--- config.mk ---
export PLATFORM = sky130hd
export DESIGN_NAME = led_strip_wave_pattern_generator_core
export DESIGN_NICKNAME = d
export VERILOG_FILES = /design/src/lswpg_pkg.sv /design/src/lswpg_ctrl.sv /design/src/lswpg_datapath.sv /design/src/led_strip_wave_pattern_generator_core.sv
export VERILOG_INCLUDE_DIRS = /design/src /design/src/src
export SDC_FILE = /design/constraint.sdc
export NUM_CORES = 2
export LEC_CHECK = 0
export BUFFER_PORTS_ARGS = -buffer_cell sky130_fd_sc_hd__buf_2
export CAP_MARGIN = 0
export CORE_MARGIN = 2
export CORE_UTILIZATION = 57
export CTS_CLUSTER_SIZE = 28
export DETAILED_ROUTE_END_ITERATION = 7
export PLACE_DENSITY = 0.86
export SLEW_MARGIN = 20
export SYNTH_ARGS = -nofsm -noshare
export SYNTH_HDL_FRONTEND = slang
export SYNTH_SLANG_ARGS = --single-unit
export TNS_END_PERCENT = 50
--- constraint.sdc ---
create_clock -name aclk -period 6.6 [get_ports aclk]
set_input_delay 0.66 -clock aclk [delete_from_list [all_inputs] [get_ports aclk]]
set_output_delay 0.66 -clock aclk [all_outputs]
set_load 0.05 [all_outputs]
--- src/led_strip_wave_pattern_generator_core_defines.svh ---
// ----------------------------------------------------------------------------
// LED strip wave pattern generator - assertion macros
// Shared concurrent assertion helpers for the generator RTL.
// ----------------------------------------------------------------------------
`ifndef LED_STRIP_WAVE_PATTERN_GENERATOR_CORE_DEFINES_SVH
`define LED_STRIP_WAVE_PATTERN_GENERATOR_CORE_DEFINES_SVH

// Check a property on every rising clock edge outside reset
`define LSWPG_ASSERT(lbl, clk, rst_n, prop, msg) \
    lbl: assert property (@(posedge clk) disable iff (!rst_n) prop) else $error(msg);

// Check that a condition in one cycle is followed by a consequence in the next
`define LSWPG_ASSERT_NEXT(lbl, clk, rst_n, ante, cons, msg) \
    `LSWPG_ASSERT(lbl, clk, rst_n, (ante) |=> (cons), msg)

`endif

--- src/lswpg_pkg.sv ---
// ----------------------------------------------------------------------------
// lswpg_pkg
// Types, register map, mode codes and the sine table of the pattern generator.
// ----------------------------------------------------------------------------
package lswpg_pkg;

    // Strip size default
    localparam int LED_COUNT_DEF = 16;

    // Configuration port
    localparam int PADDR_W = 5;
    localparam int PDATA_W = 32;

    // Register indexes (paddr[4:2])
    localparam logic [2:0] REG_MODE       = 3'd0;
    localparam logic [2:0] REG_COLOUR_A   = 3'd1;
    localparam logic [2:0] REG_COLOUR_B   = 3'd2;
    localparam logic [2:0] REG_BRIGHTNESS = 3'd3;
    localparam logic [2:0] REG_REVERSE    = 3'd4;

    // Register reset values
    localparam logic [3:0]  MODE_RST       = 4'd0;
    localparam logic [23:0] COLOUR_A_RST   = 24'hFFFFFF;
    localparam logic [23:0] COLOUR_B_RST   = 24'h000000;
    localparam logic [6:0]  BRIGHTNESS_RST = 7'd100;

    // Animation modes
    localparam logic [3:0] MODE_SOLID    = 4'd0;
    localparam logic [3:0] MODE_PULSE    = 4'd1;
    localparam logic [3:0] MODE_FADE     = 4'd2;
    localparam logic [3:0] MODE_CIRCLE   = 4'd3;
    localparam logic [3:0] MODE_CIRCLE2  = 4'd4;
    localparam logic [3:0] MODE_RB_SOLID = 4'd5;
    localparam logic [3:0] MODE_RB_WAVE  = 4'd6;
    localparam logic [3:0] MODE_RB_MUL_A = 4'd7;
    localparam logic [3:0] MODE_RB_MUL_B = 4'd8;

    // Angle arithmetic in degrees
    localparam logic [9:0] DEG_FULL   = 10'd360;
    localparam logic [9:0] PHASE_STEP = 10'd5;
    localparam logic [4:0] LED_STEP   = 5'd24;
    localparam logic [9:0] RB_OFFSET  = 10'd120;

    // Brightness percent and divide-by-100 reciprocal (exact below 43690)
    localparam logic [6:0]  BRIGHT_MAX   = 7'd100;
    localparam logic [6:0]  BRIGHT_WRAP  = 7'd101;
    localparam logic [15:0] DIV100_MUL   = 16'd41944;
    localparam int          DIV100_SHIFT = 22;

    // Sine weight midpoint
    localparam logic [16:0] SINE_MID  = 17'd32768;
    localparam logic [16:0] SINE_FULL = 17'd65536;

    // Quarter-wave sine, unsigned Q0.15, 0..90 degrees
    localparam logic [14:0] QSINE [91] = '{
        15'd0, 15'd572, 15'd1144, 15'd1715, 15'd2286, 15'd2856, 15'd3425, 15'd3993,
        15'd4560, 15'd5126, 15'd5690, 15'd6252, 15'd6813, 15'd7371, 15'd7927,
        15'd8481, 15'd9032, 15'd9580, 15'd10126, 15'd10668, 15'd11207, 15'd11743,
        15'd12275, 15'd12803, 15'd13328, 15'd13848, 15'd14364, 15'd14876, 15'd15383,
        15'd15886, 15'd16384, 15'd16876, 15'd17364, 15'd17846, 15'd18323, 15'd18794,
        15'd19260, 15'd19720, 15'd20173, 15'd20621, 15'd21062, 15'd21497, 15'd21925,
        15'd22347, 15'd22762, 15'd23170, 15'd23571, 15'd23964, 15'd24351, 15'd24730,
        15'd25101, 15'd25465, 15'd25821, 15'd26169, 15'd26509, 15'd26841, 15'd27165,
        15'd27481, 15'd27788, 15'd28087, 15'd28377, 15'd28659, 15'd28932, 15'd29196,
        15'd29451, 15'd29697, 15'd29934, 15'd30162, 15'd30381, 15'd30591, 15'd30791,
        15'd30982, 15'd31163, 15'd31335, 15'd31498, 15'd31650, 15'd31794, 15'd31927,
        15'd32051, 15'd32165, 15'd32269, 15'd32364, 15'd32448, 15'd32523, 15'd32587,
        15'd32642, 15'd32687, 15'd32722, 15'd32747, 15'd32762, 15'd32767
    };

    // Configuration seen by the datapath
    typedef struct packed {
        logic [3:0]  mode;
        logic [23:0] colour_a;
        logic [23:0] colour_b;
        logic [6:0]  brightness;
        logic        reverse;
    } cfg_t;

    // Controller to datapath commands
    typedef struct packed {
        logic load;       // start a frame from the current phase
        logic push;       // load the result register
        logic advance;    // move to the next LED
        logic phase_upd;  // frame done, move the phase
    } ctrl_cmd_t;

    // Datapath to controller status
    typedef struct packed {
        logic slot_free;  // result register empty or being drained
        logic last;       // current LED is the final one
    } dp_status_t;

    // Sine weight 32768 + s(deg), deg in 0..359, result in 1..65535
    function automatic logic [15:0] sine_weight(input logic [8:0] deg);
        logic [9:0]  d;
        logic [9:0]  idx;
        logic        neg;
        logic [16:0] q;
        logic [16:0] w;
        d = {1'b0, deg};
        if (d <= 10'd90) begin
            idx = d;
            neg = 1'b0;
        end else if (d <= 10'd180) begin
            idx = 10'd180 - d;
            neg = 1'b0;
        end else if (d <= 10'd270) begin
            idx = d - 10'd180;
            neg = 1'b1;
        end else begin
            idx = DEG_FULL - d;
            neg = 1'b1;
        end
        q = {2'b0, QSINE[idx[6:0]]};
        w = neg ? (SINE_MID - q) : (SINE_MID + q);
        return w[15:0];
    endfunction

    // Per-LED angle increment for one channel
    function automatic logic [4:0] mode_step(input logic [3:0] mode, input logic [1:0] k);
        logic [4:0] s;
        s = 5'd0;
        case (mode) inside
            MODE_CIRCLE, MODE_CIRCLE2, MODE_RB_WAVE: s = LED_STEP;
            MODE_RB_MUL_A: s = (k == 2'd0) ? 5'd6 : ((k == 2'd1) ? 5'd0 : LED_STEP);
            MODE_RB_MUL_B: s = (k == 2'd0) ? 5'd2 : ((k == 2'd1) ? 5'd6 : 5'd0);
            default: s = 5'd0;
        endcase
        return s;
    endfunction

    // Starting angle offset for one channel
    function automatic logic [9:0] mode_offset(input logic [3:0] mode, input logic [1:0] k);
        logic [9:0] o;
        o = 10'd0;
        case (mode) inside
            MODE_RB_SOLID, MODE_RB_WAVE: o = (k == 2'd0) ? 10'd0
                                           : ((k == 2'd1) ? RB_OFFSET : 10'(RB_OFFSET * 2));
            default: o = 10'd0;
        endcase
        return o;
    endfunction

endpackage

--- src/lswpg_ctrl.sv ---
// ----------------------------------------------------------------------------
// lswpg_ctrl
// Frame sequencer: takes a tick request, then walks the LEDs through the
// datapath stages and hands each result to the output register.
// ----------------------------------------------------------------------------
module lswpg_ctrl (
    input  logic                   aclk,
    input  logic                   aresetn,
    input  logic                   s_tvalid,
    output logic                   s_tready,
    input  lswpg_pkg::dp_status_t  st,
    output lswpg_pkg::ctrl_cmd_t   cmd
);

    localparam logic [2:0] S_IDLE = 3'd0;
    localparam logic [2:0] S_W1   = 3'd1;
    localparam logic [2:0] S_W2   = 3'd2;
    localparam logic [2:0] S_W3   = 3'd3;
    localparam logic [2:0] S_PUSH = 3'd4;

    logic [2:0] state_reg;
    logic [2:0] state_next;

    // Decode commands from the state
    always_comb begin
        s_tready      = (state_reg == S_IDLE);
        cmd.load      = (state_reg == S_IDLE) && s_tvalid;
        cmd.push      = (state_reg == S_PUSH) && st.slot_free;
        cmd.advance   = cmd.push && !st.last;
        cmd.phase_upd = cmd.push && st.last;
    end

    // Next state
    always_comb begin
        state_next = state_reg;
        unique case (state_reg)
            S_IDLE: begin
                if (s_tvalid) state_next = S_W1;
            end
            S_W1: state_next = S_W2;
            S_W2: state_next = S_W3;
            S_W3: state_next = S_PUSH;
            S_PUSH: begin
                if (st.slot_free) state_next = st.last ? S_IDLE : S_W1;
            end
            default: state_next = S_IDLE;
        endcase
    end

    always_ff @(posedge aclk) begin
        if (!aresetn) begin
            state_reg <= S_IDLE;
        end else begin
            state_reg <= state_next;
        end
    end

endmodule

--- src/lswpg_datapath.sv ---
// ----------------------------------------------------------------------------
// lswpg_datapath
// Phase and angle registers, sine lookup, colour mix, brightness scaling and
// the result register, three colour lanes side by side.
// ----------------------------------------------------------------------------
`include "led_strip_wave_pattern_generator_core_defines.svh"

module lswpg_datapath #(
    parameter int LED_COUNT = lswpg_pkg::LED_COUNT_DEF
) (
    input  logic                   aclk,
    input  logic                   aresetn,
    input  lswpg_pkg::cfg_t        cfg,
    input  lswpg_pkg::ctrl_cmd_t   cmd,
    output lswpg_pkg::dp_status_t  st,
    input  logic                   s_step,
    output logic                   m_valid,
    input  logic                   m_ready,
    output logic [5:0]             m_led_index,
    output logic [7:0]             m_red,
    output logic [7:0]             m_green,
    output logic [7:0]             m_blue,
    output logic                   m_last
);

    localparam logic [5:0] LED_LAST = 6'(LED_COUNT - 1);

    logic [8:0]  phase_reg;
    logic [8:0]  phase_next;
    logic        step_reg;
    logic [5:0]  led_idx_reg;
    logic [8:0]  ang_reg  [3];
    logic [8:0]  ang_next [3];
    logic [15:0] w_reg    [3];
    logic [15:0] w_next   [3];
    logic [23:0] pa_reg   [3];
    logic [23:0] pa_next  [3];
    logic [23:0] pb_reg   [3];
    logic [23:0] pb_next  [3];
    logic [14:0] sc_reg   [3];
    logic [14:0] sc_next  [3];
    logic [7:0]  q_next   [3];
    logic [6:0]  bval;
    logic        is_mix;
    logic        is_chan;
    logic        is_rainbow;
    logic        out_valid_reg;
    logic [5:0]  out_idx_reg;
    logic [7:0]  out_chan_reg [3];
    logic        out_last_reg;

    // Effective brightness, wrapped above 100
    assign bval = (cfg.brightness > lswpg_pkg::BRIGHT_MAX)
                  ? (cfg.brightness - lswpg_pkg::BRIGHT_WRAP) : cfg.brightness;

    // Mode class
    always_comb begin
        is_mix     = 1'b0;
        is_chan    = 1'b0;
        is_rainbow = 1'b0;
        case (cfg.mode) inside
            lswpg_pkg::MODE_FADE, lswpg_pkg::MODE_CIRCLE2: is_mix = 1'b1;
            lswpg_pkg::MODE_PULSE, lswpg_pkg::MODE_CIRCLE: is_chan = 1'b1;
            lswpg_pkg::MODE_RB_SOLID, lswpg_pkg::MODE_RB_WAVE,
            lswpg_pkg::MODE_RB_MUL_A, lswpg_pkg::MODE_RB_MUL_B: is_rainbow = 1'b1;
            default: is_mix = 1'b0;
        endcase
    end

    // Lane arithmetic: angle, sine weight, products, brightness, divide by 100
    always_comb begin
        logic [9:0]  a_sum;
        logic [7:0]  ca;
        logic [7:0]  cb;
        logic [7:0]  mx;
        logic [16:0] inv;
        logic [24:0] prod_a;
        logic [24:0] prod_b;
        logic [24:0] sum;
        logic [30:0] qprod;
        for (int k = 0; k < 3; k++) begin
            // Start of frame or next LED
            if (cmd.load) begin
                a_sum = {1'b0, phase_reg} + lswpg_pkg::mode_offset(cfg.mode, 2'(k));
            end else begin
                a_sum = {1'b0, ang_reg[k]}
                        + {5'b0, lswpg_pkg::mode_step(cfg.mode, 2'(k))};
            end
            if (a_sum >= lswpg_pkg::DEG_FULL) a_sum = a_sum - lswpg_pkg::DEG_FULL;
            ang_next[k] = a_sum[8:0];

            w_next[k] = lswpg_pkg::sine_weight(ang_reg[k]);

            ca  = cfg.colour_a[16 - 8 * k +: 8];
            cb  = cfg.colour_b[16 - 8 * k +: 8];
            inv = lswpg_pkg::SINE_FULL - {1'b0, w_reg[k]};
            mx  = is_mix ? cb : (is_rainbow ? 8'hFF : ca);
            prod_a = {17'b0, ca} * {8'b0, inv};
            prod_b = {17'b0, mx} * {9'b0, w_reg[k]};
            if (is_mix) begin
                pa_next[k] = prod_a[23:0];
                pb_next[k] = prod_b[23:0];
            end else if (is_chan || is_rainbow) begin
                pa_next[k] = 24'd0;
                pb_next[k] = prod_b[23:0];
            end else begin
                pa_next[k] = 24'd0;
                pb_next[k] = {ca, 16'd0};
            end

            sum = {1'b0, pa_reg[k]} + {1'b0, pb_reg[k]};
            sc_next[k] = 15'(sum[23:16]) * 15'(bval);

            qprod = 31'(sc_reg[k]) * 31'(lswpg_pkg::DIV100_MUL);
            q_next[k] = qprod[lswpg_pkg::DIV100_SHIFT +: 8];
        end
    end

    // Phase after the frame
    always_comb begin
        logic [9:0] fwd;
        logic [9:0] rev;
        logic       circling;
        logic       moving;
        fwd = {1'b0, phase_reg} + lswpg_pkg::PHASE_STEP;
        if (fwd >= lswpg_pkg::DEG_FULL) fwd = fwd - lswpg_pkg::DEG_FULL;
        rev = ({1'b0, phase_reg} < lswpg_pkg::PHASE_STEP)
              ? ({1'b0, phase_reg} + lswpg_pkg::DEG_FULL - lswpg_pkg::PHASE_STEP)
              : ({1'b0, phase_reg} - lswpg_pkg::PHASE_STEP);
        circling = (cfg.mode == lswpg_pkg::MODE_CIRCLE) || (cfg.mode == lswpg_pkg::MODE_CIRCLE2)
                   || (cfg.mode == lswpg_pkg::MODE_RB_WAVE)
                   || (cfg.mode == lswpg_pkg::MODE_RB_MUL_A)
                   || (cfg.mode == lswpg_pkg::MODE_RB_MUL_B);
        moving = step_reg && (is_mix || is_chan || is_rainbow);
        phase_next = phase_reg;
        if (moving) phase_next = (circling && cfg.reverse) ? rev[8:0] : fwd[8:0];
    end

    // Phase and LED position
    always_ff @(posedge aclk) begin
        if (!aresetn) begin
            phase_reg   <= 9'd0;
            step_reg    <= 1'b0;
            led_idx_reg <= 6'd0;
        end else begin
            if (cmd.load) begin
                step_reg    <= s_step;
                led_idx_reg <= 6'd0;
            end else if (cmd.advance) begin
                led_idx_reg <= led_idx_reg + 6'd1;
            end
            if (cmd.phase_upd) phase_reg <= phase_next;
        end
    end

    // Lane pipeline registers, free running between LED changes
    always_ff @(posedge aclk) begin
        for (int k = 0; k < 3; k++) begin
            if (cmd.load || cmd.advance) ang_reg[k] <= ang_next[k];
            w_reg[k]  <= w_next[k];
            pa_reg[k] <= pa_next[k];
            pb_reg[k] <= pb_next[k];
            sc_reg[k] <= sc_next[k];
        end
    end

    // Result register: hold until taken
    always_ff @(posedge aclk) begin
        if (!aresetn) begin
            out_valid_reg <= 1'b0;
        end else if (cmd.push) begin
            out_valid_reg <= 1'b1;
        end else if (m_ready) begin
            out_valid_reg <= 1'b0;
        end
    end

    always_ff @(posedge aclk) begin
        if (cmd.push) begin
            out_idx_reg  <= led_idx_reg;
            out_last_reg <= st.last;
            for (int k = 0; k < 3; k++) begin
                out_chan_reg[k] <= q_next[k];
            end
        end
    end

    assign st.slot_free = !out_valid_reg || m_ready;
    assign st.last      = (led_idx_reg == LED_LAST);

    assign m_valid     = out_valid_reg;
    assign m_led_index = out_idx_reg;
    assign m_red       = out_chan_reg[0];
    assign m_green     = out_chan_reg[1];
    assign m_blue      = out_chan_reg[2];
    assign m_last      = out_last_reg;

    `LSWPG_ASSERT(a_phase_range, aclk, aresetn, phase_reg < 9'(lswpg_pkg::DEG_FULL), "phase out of range")
    `LSWPG_ASSERT(a_angle_range, aclk, aresetn, !(cmd.push) || (ang_reg[0] < 9'(lswpg_pkg::DEG_FULL) && ang_reg[1] < 9'(lswpg_pkg::DEG_FULL) && ang_reg[2] < 9'(lswpg_pkg::DEG_FULL)), "lane angle out of range")
    `LSWPG_ASSERT_NEXT(a_led_advance, aclk, aresetn, cmd.advance, led_idx_reg == $past(led_idx_reg) + 6'd1, "LED index did not advance by one")

endmodule

--- src/led_strip_wave_pattern_generator_core.sv ---
// Each LED passes through sine lookup, products, brightness and divide by 100 in turn,
// and the sequencer starts the next LED only after the last one enters the result
// register; the next tick is taken in the cycle after the last LED enters the result
// register, later if the sink stalls.
// Reset: aresetn synchronous active low; phase to 0, registers to defaults.
// ----------------------------------------------------------------------------
// led_strip_wave_pattern_generator_core
// Top level: APB register file, frame sequencer and lane datapath.
// ----------------------------------------------------------------------------
module led_strip_wave_pattern_generator_core #(
    parameter int LED_COUNT = lswpg_pkg::LED_COUNT_DEF
) (
    input  logic                           aclk,
    input  logic                           aresetn,
    // tick request
    input  logic                           s_tvalid,
    output logic                           s_tready,
    input  logic [7:0]                     s_tdata,   // [0] step_phase, [7:1] zero
    // LED results
    output logic                           m_tvalid,
    input  logic                           m_tready,
    output logic [31:0]                    m_tdata,   // [5:0] led_index, [13:6] red,
                                                      // [21:14] green, [29:22] blue
    output logic                           m_tlast,   // last_led
    // configuration
    input  logic                           psel,
    input  logic                           penable,
    input  logic                           pwrite,
    input  logic [lswpg_pkg::PADDR_W-1:0]  paddr,
    input  logic [lswpg_pkg::PDATA_W-1:0]  pwdata,
    output logic [lswpg_pkg::PDATA_W-1:0]  prdata,
    output logic                           pready
);

    logic [3:0]             mode_reg;
    logic [23:0]            colour_a_reg;
    logic [23:0]            colour_b_reg;
    logic [6:0]             brightness_reg;
    logic                   reverse_reg;
    logic                   wr_en;
    logic [2:0]             reg_idx;
    lswpg_pkg::cfg_t        cfg;
    lswpg_pkg::ctrl_cmd_t   cmd;
    lswpg_pkg::dp_status_t  st;
    logic [5:0]             led_index;
    logic [7:0]             red;
    logic [7:0]             green;
    logic [7:0]             blue;

    assign pready  = 1'b1;
    assign wr_en   = psel && penable && pwrite && pready;
    assign reg_idx = paddr[4:2];

    // Register writes
    always_ff @(posedge aclk) begin
        if (!aresetn) begin
            mode_reg       <= lswpg_pkg::MODE_RST;
            colour_a_reg   <= lswpg_pkg::COLOUR_A_RST;
            colour_b_reg   <= lswpg_pkg::COLOUR_B_RST;
            brightness_reg <= lswpg_pkg::BRIGHTNESS_RST;
            reverse_reg    <= 1'b0;
        end else if (wr_en) begin
            unique case (reg_idx)
                lswpg_pkg::REG_MODE:       mode_reg       <= pwdata[3:0];
                lswpg_pkg::REG_COLOUR_A:   colour_a_reg   <= pwdata[23:0];
                lswpg_pkg::REG_COLOUR_B:   colour_b_reg   <= pwdata[23:0];
                lswpg_pkg::REG_BRIGHTNESS: brightness_reg <= pwdata[6:0];
                lswpg_pkg::REG_REVERSE:    reverse_reg    <= pwdata[0];
                default: mode_reg <= mode_reg;
            endcase
        end
    end

    // Register reads
    always_comb begin
        unique case (reg_idx)
            lswpg_pkg::REG_MODE:       prdata = {28'd0, mode_reg};
            lswpg_pkg::REG_COLOUR_A:   prdata = {8'd0, colour_a_reg};
            lswpg_pkg::REG_COLOUR_B:   prdata = {8'd0, colour_b_reg};
            lswpg_pkg::REG_BRIGHTNESS: prdata = {25'd0, brightness_reg};
            lswpg_pkg::REG_REVERSE:    prdata = {31'd0, reverse_reg};
            default:                   prdata = '0;
        endcase
    end

    assign cfg.mode       = mode_reg;
    assign cfg.colour_a   = colour_a_reg;
    assign cfg.colour_b   = colour_b_reg;
    assign cfg.brightness = brightness_reg;
    assign cfg.reverse    = reverse_reg;

    lswpg_ctrl u_ctrl (
        .aclk     (aclk),
        .aresetn  (aresetn),
        .s_tvalid (s_tvalid),
        .s_tready (s_tready),
        .st       (st),
        .cmd      (cmd)
    );

    lswpg_datapath #(
        .LED_COUNT (LED_COUNT)
    ) u_datapath (
        .aclk        (aclk),
        .aresetn     (aresetn),
        .cfg         (cfg),
        .cmd         (cmd),
        .st          (st),
        .s_step      (s_tdata[0]),
        .m_valid     (m_tvalid),
        .m_ready     (m_tready),
        .m_led_index (led_index),
        .m_red       (red),
        .m_green     (green),
        .m_blue      (blue),
        .m_last      (m_tlast)
    );

    // Pack result fields
    assign m_tdata = {2'b00, blue, green, red, led_index};

endmodule

# After elaboration in Yosys (flattened, before gate mapping)
# Memories as Yosys holds them, arrays and structs flattened.
# Cells that the tools add are included.
# totals
ff_bits	87
mem_bits_rw	288
rom_bits	5760
inputBits	52
word_cells	228
memories	9
# memory_table
memory	words	width	rd	rd_ports_with_merged_regs	wr	line	text
(name not given)	128	15	1	0	0	lswpg_pkg.sv:115	q = {2'b0, QSINE[idx[6:0]]};
(name not given)	128	15	1	0	0	lswpg_pkg.sv:115	
(name not given)	128	15	1	0	0	lswpg_pkg.sv:115	
u_datapath.pa_reg	3	24	3	0	3	lswpg_datapath.sv:36	logic [23:0] pa_reg [3];
u_datapath.pb_reg	3	24	3	0	3	lswpg_datapath.sv:38	logic [23:0] pb_reg [3];
u_datapath.w_reg	3	16	3	0	3	lswpg_datapath.sv:34	logic [15:0] w_reg [3];
3 more memories	n/a	n/a	n/a	n/a	n/a	n/a	
# classes
n_addsub	37
mul	12
magnitude_cmp	18
n_eq_ne	19
mux	82
bitwise	4
n_reduce_logical	35
# ops
operator	n
24-bit two-way mux	9
24-bit case mux with 5 select lines	1
15-bit two-way mux	6
15-bit by 13-bit multiplier with 27-bit output (second input constant)	3
7-bit two-way mux	11
24-bit adder	3
8-bit by 16-bit multiplier with 24-bit output	3
8-bit by 17-bit multiplier with 24-bit output	3
10-bit two-way mux	6
8-bit two-way mux	7
9-bit two-way mux	6
17-bit by 16-bit subtractor with 17-bit output (first input constant)	3
16-bit by 15-bit adder with 16-bit output (first input constant)	3
16-bit two-way mux	3
16-bit by 15-bit subtractor with 16-bit output (first input constant)	3
8-bit by 7-bit multiplier with 15-bit output	3
10-bit by 9-bit >= comparator with 1-bit output (second input constant)	4
5-bit two-way mux	8
9-bit subtractor (second input constant)	4
9-bit by 10-bit adder with 10-bit output	3
9-bit by 5-bit adder with 10-bit output	3
9-bit by 7-bit <= comparator with 1-bit output (second input constant)	3
9-bit by 8-bit <= comparator with 1-bit output (second input constant)	3
9-bit <= comparator (second input constant)	3
36 further kinds	103

# Logic depth before layout (Yosys ltp)
# An unclocked memory read counts as a cell.
# logic_depth
ltp_word	11
mapped_depth	33
depth_no_buf	33

# By module
# A second synthesis with hierarchy kept.
# hier_totals
cells_unflattened	7332
area_unflattened_um2	63604.8
# modules_own_cells
mod	instances	cells_per_inst	area_per_inst_um2	seq_area_each_um2
lswpg_datapath	1	6994	60546.8	6826.5
led_strip_wave_pattern_generator_core	1	321	2892.8	1201.2
lswpg_ctrl	1	17	165.2	60.1

# Worst setup path after synthesis
# Ideal clock, no wire load.
# synth_timing
path_type	register to register
from	memory u_datapath.pb_reg[0][1]
to	memory u_datapath.sc_reg[0][14]
t_arrival_ns	6.256
required_time_ns	6.528
setup_slack_ns	0.272
path_stages_with_launch	32
path_buffers	0
synth_period_minus_slack_ns	6.328
cell_sequence	dfxtp_1 ha_1 a31o_2 a21o_1 a21oi_1 nor2b_1 o21ai_0 a21oi_1 o21a_1 o31ai_1 o211ai_1 xor2_1 nand2_1 fa_1 fa_1 inv_1 fa_1 inv_1 fa_1 inv_1 ha_1 inv_1 o21bai_1 a21oi_1 o21bai_1 a21oi_1 nor2b_1 o21a_1 o21ai_0 nand2b_1 a21oi_1 xnor2_1
# synth_lines
item	line	text
from (decl)	lswpg_datapath.sv:38	
to (decl)	lswpg_datapath.sv:40	logic [14:0] sc_reg [3];

==> results.yml <==
routing:
  vias: 53547
  antenna_left: 0
  drc: 0
  wl_per_cell_um: 19.5
  wl_mm: 175
  drt_iter0_drc: 4663
  dr.pass1.iters: 8
  vias_per_cell: 5.95
sta:
  fmax_mhz: 154
  layout_setup_ws_ns: 0.101
  final.setup_skew_ns: 0.0387
  relSlewSlack_pct: 23.3
  tightest_slew_ns: 1.15
  fin_crit_sh_pct: 98.5
  drv_slew: 0
  fin_setup_tns_ns: 0
  finalHoldViolations: 0
  grt_setup_unrepaired: "true"
  period_needed_ns: 6.50
  setup_viol: 0
cells_and_area:
  final-instance-count-excl-fill: 8998
  multi_input_comb_area_um2: 50400
  nets: 9140
  fillers: 8696
  ff_latch_area_um2: 8090
  design_area_um2: 68800
  drive_gt1_share_pct: 8.56
  areaGrowthSynthToFinish_pct: 7.79
critical_path:
  crit_top_cell: "a21o_1"
  crit_fanout: 5
  critPathMaxStageDelay_ns: 0.50
  crit_type: "register to register"
  cp-end-kind: "register"
  critPathSlowestCell: "fa_1"
  crit_arrival_ns: 7.04
  cp-start-kind: "register"
  required_ns: 7.15
yosys:
  synth_largest_area_cell: "fa_1"
  yosysSeqAreaShare_pct: 12.7
  yosys_warnings: 0
  syn_area_per_cell_um2: 8.61
  yosysTopAreaCellShare_pct: 25.6
  ys_types: 111
  synth_ff_type: "dfxtp_1"
  synth_area_leaders: "fa_1 (26%), ha_1 (16%), dfxtp_1 (9.9%)"
  yosysMostFrequentCell: "inv_1"
  yosys-top-cells-count: "inv_1 (1186), fa_1 (815), ha_1 (806), nand2_1 (701), and2_1 (570)"
  synth_async_sr_flop_share_pct: 0
  synthCells: 7413
  synth_area_um2: 63800
  synth-seq-cells: 375
  synth-edff-count: 58
global_route:
  grt_util_all_layers_pct: 29.9
  grt_pass1_vias: 55772
  grt_pass1_wl_mm: 283
  grt_max_degree: 81
  overflow: 0
  antenna_found_initial: 9
floorplan:
  start_util_pct: 57.6
  core_um2: 111000
  die_w_um: 339
  io_pins: 120
  num_rows: 122
  die_h_um: 339
  die-area_um2: 115000
placement:
  place_inst: 8900
  place_hpwl_mm: 134
  dp_slack_ns: -0.193
  io_buffers: 91
  place_area_um2: 66600
  gp_congestion: 0.951
clock_network:
  insertion_delay_ns: 0.64
  cts_root_buf: "clkbuf_16"
  cts_buffer_depth: 3
  cts_buffers: 45
  h-tree-depth: 2
  hold_buffers: 0
  path_clk_slew_ns: 0.08
  cts_sinks: 375
  cts_tree: "yes"
run:
  maxCapViolCount: 0
hold_path:
  min_path_type: "primary input to register"
outcome:
  status: "finished, final reports clean"
## cell type report
cell class                 instances  share of cell area, %
antenna                            7                 0.0255
clock buffer                      55                   1.82
clock inverter                    28                  0.469
inverter                        1197                   6.53
multi-input combinational       5513                   73.3
sequential                       375                   11.8
tap                             1488                   2.71
timing repair buffer             335                   3.37
## timing repair
| action | in CTS | in global routing |
|---|---|---|
| pin swaps | 4 | 49 |
| endpoints found under the setup margin | 9 | 45 |
| gates resized for setup | 14 | 109 |
| hold endpoints to repair | 0 | 0 |
| cloned | 0 | 0 |
| setup buffers | 3 | 5 |
## critical path: cells and delay by family, from the launching register on
| kind | cells | cell delay (ns) |
|---|---|---|
| AO/OA/AOI/OAI | 15 | 2.66 |
| XOR/XNOR | 2 | 0.35 |
| adder cells (fa/ha/maj) | 6 | 2.33 |
| buffers and inverters | 5 | 0.55 |
| flip-flops | 1 | 0.30 |
| AND/OR/NAND/NOR | 3 | 0.21 |
## cells in the final DEF, fill, tap and decap left out, types with 25 or more instances in the layout
cell and instances:
and2_1 570, nor3_1 111, xor2_1 97, o21a_1 45, a311oi_1 28, o21ai_0 186
buf_2 91, edfxtp_1 58, o31ai_1 36, fa_1 815, nand4_1 25, nand2_1 701
or3_1 32, a21boi_0 35, a21o_1 92, clkbuf_16 46, nor2b_1 59, nand3_1 110
dfxtp_1 314, a211oi_1 38, nor2_1 411, a211o_1 26, o21bai_1 37, xnor2_1 238
a31oi_1 44, buf_4 240, a21oi_2 30, o211ai_1 45, o21ai_1 27, ha_1 797
a21oi_1 252, nand2b_1 53, and3_1 35, mux2i_1 39, inv_1 1181
## logic make-up (layout without fill, tap and decap cells)
family                     after synthesis  after routing  share of synthesized area (%)
muxes                                   56             56                          0.982
and+or+nand+nor                       2255           2255                           17.6
buffers and inverters                 1534           1615                           9.35
adders and majority gates             1621           1621                           41.4
DFF                                    375            375                           12.7
other                                    2             18                         0.0118
AOI/OAI and AO/OA                     1225           1225                           13.2
xor gates and xnor gates               345            345                           4.74
## per-layer routing
layer	part of all wire [%]	global-route usage, %
met1	38	37.3
met2	48	50.5
met3	9.3	5.92
met4	4.8	12.8
met5	0.035	0
## metrics by stage
step | utilization (%) | hold slack, ns
floorplan | - | 0.441
global placement | 60.1 | 0.466
detailed placement | 60.1 | 0.477
CTS | 61.5 | 0.226
global route | 62.1 | 0.251
finish | 62.1 | 0.255
## worst paths after layout
path                            start                  endpoint  slack (ns)  cells after the start
min                        pwdata[20]          colour_a_reg[20]        0.25                      3
min reg2reg          colour_b_reg[17]          colour_b_reg[17]        0.49                      2
max reg2reg  u_datapath.pb_reg[0][25]  u_datapath.sc_reg[0][28]        0.10                     31
max          u_datapath.pb_reg[0][25]  u_datapath.sc_reg[0][28]        0.10                     31
Power is left out: the tool's default activity adds up to more than one toggle a clock period on the data nets, which glitch-free logic cannot reach.
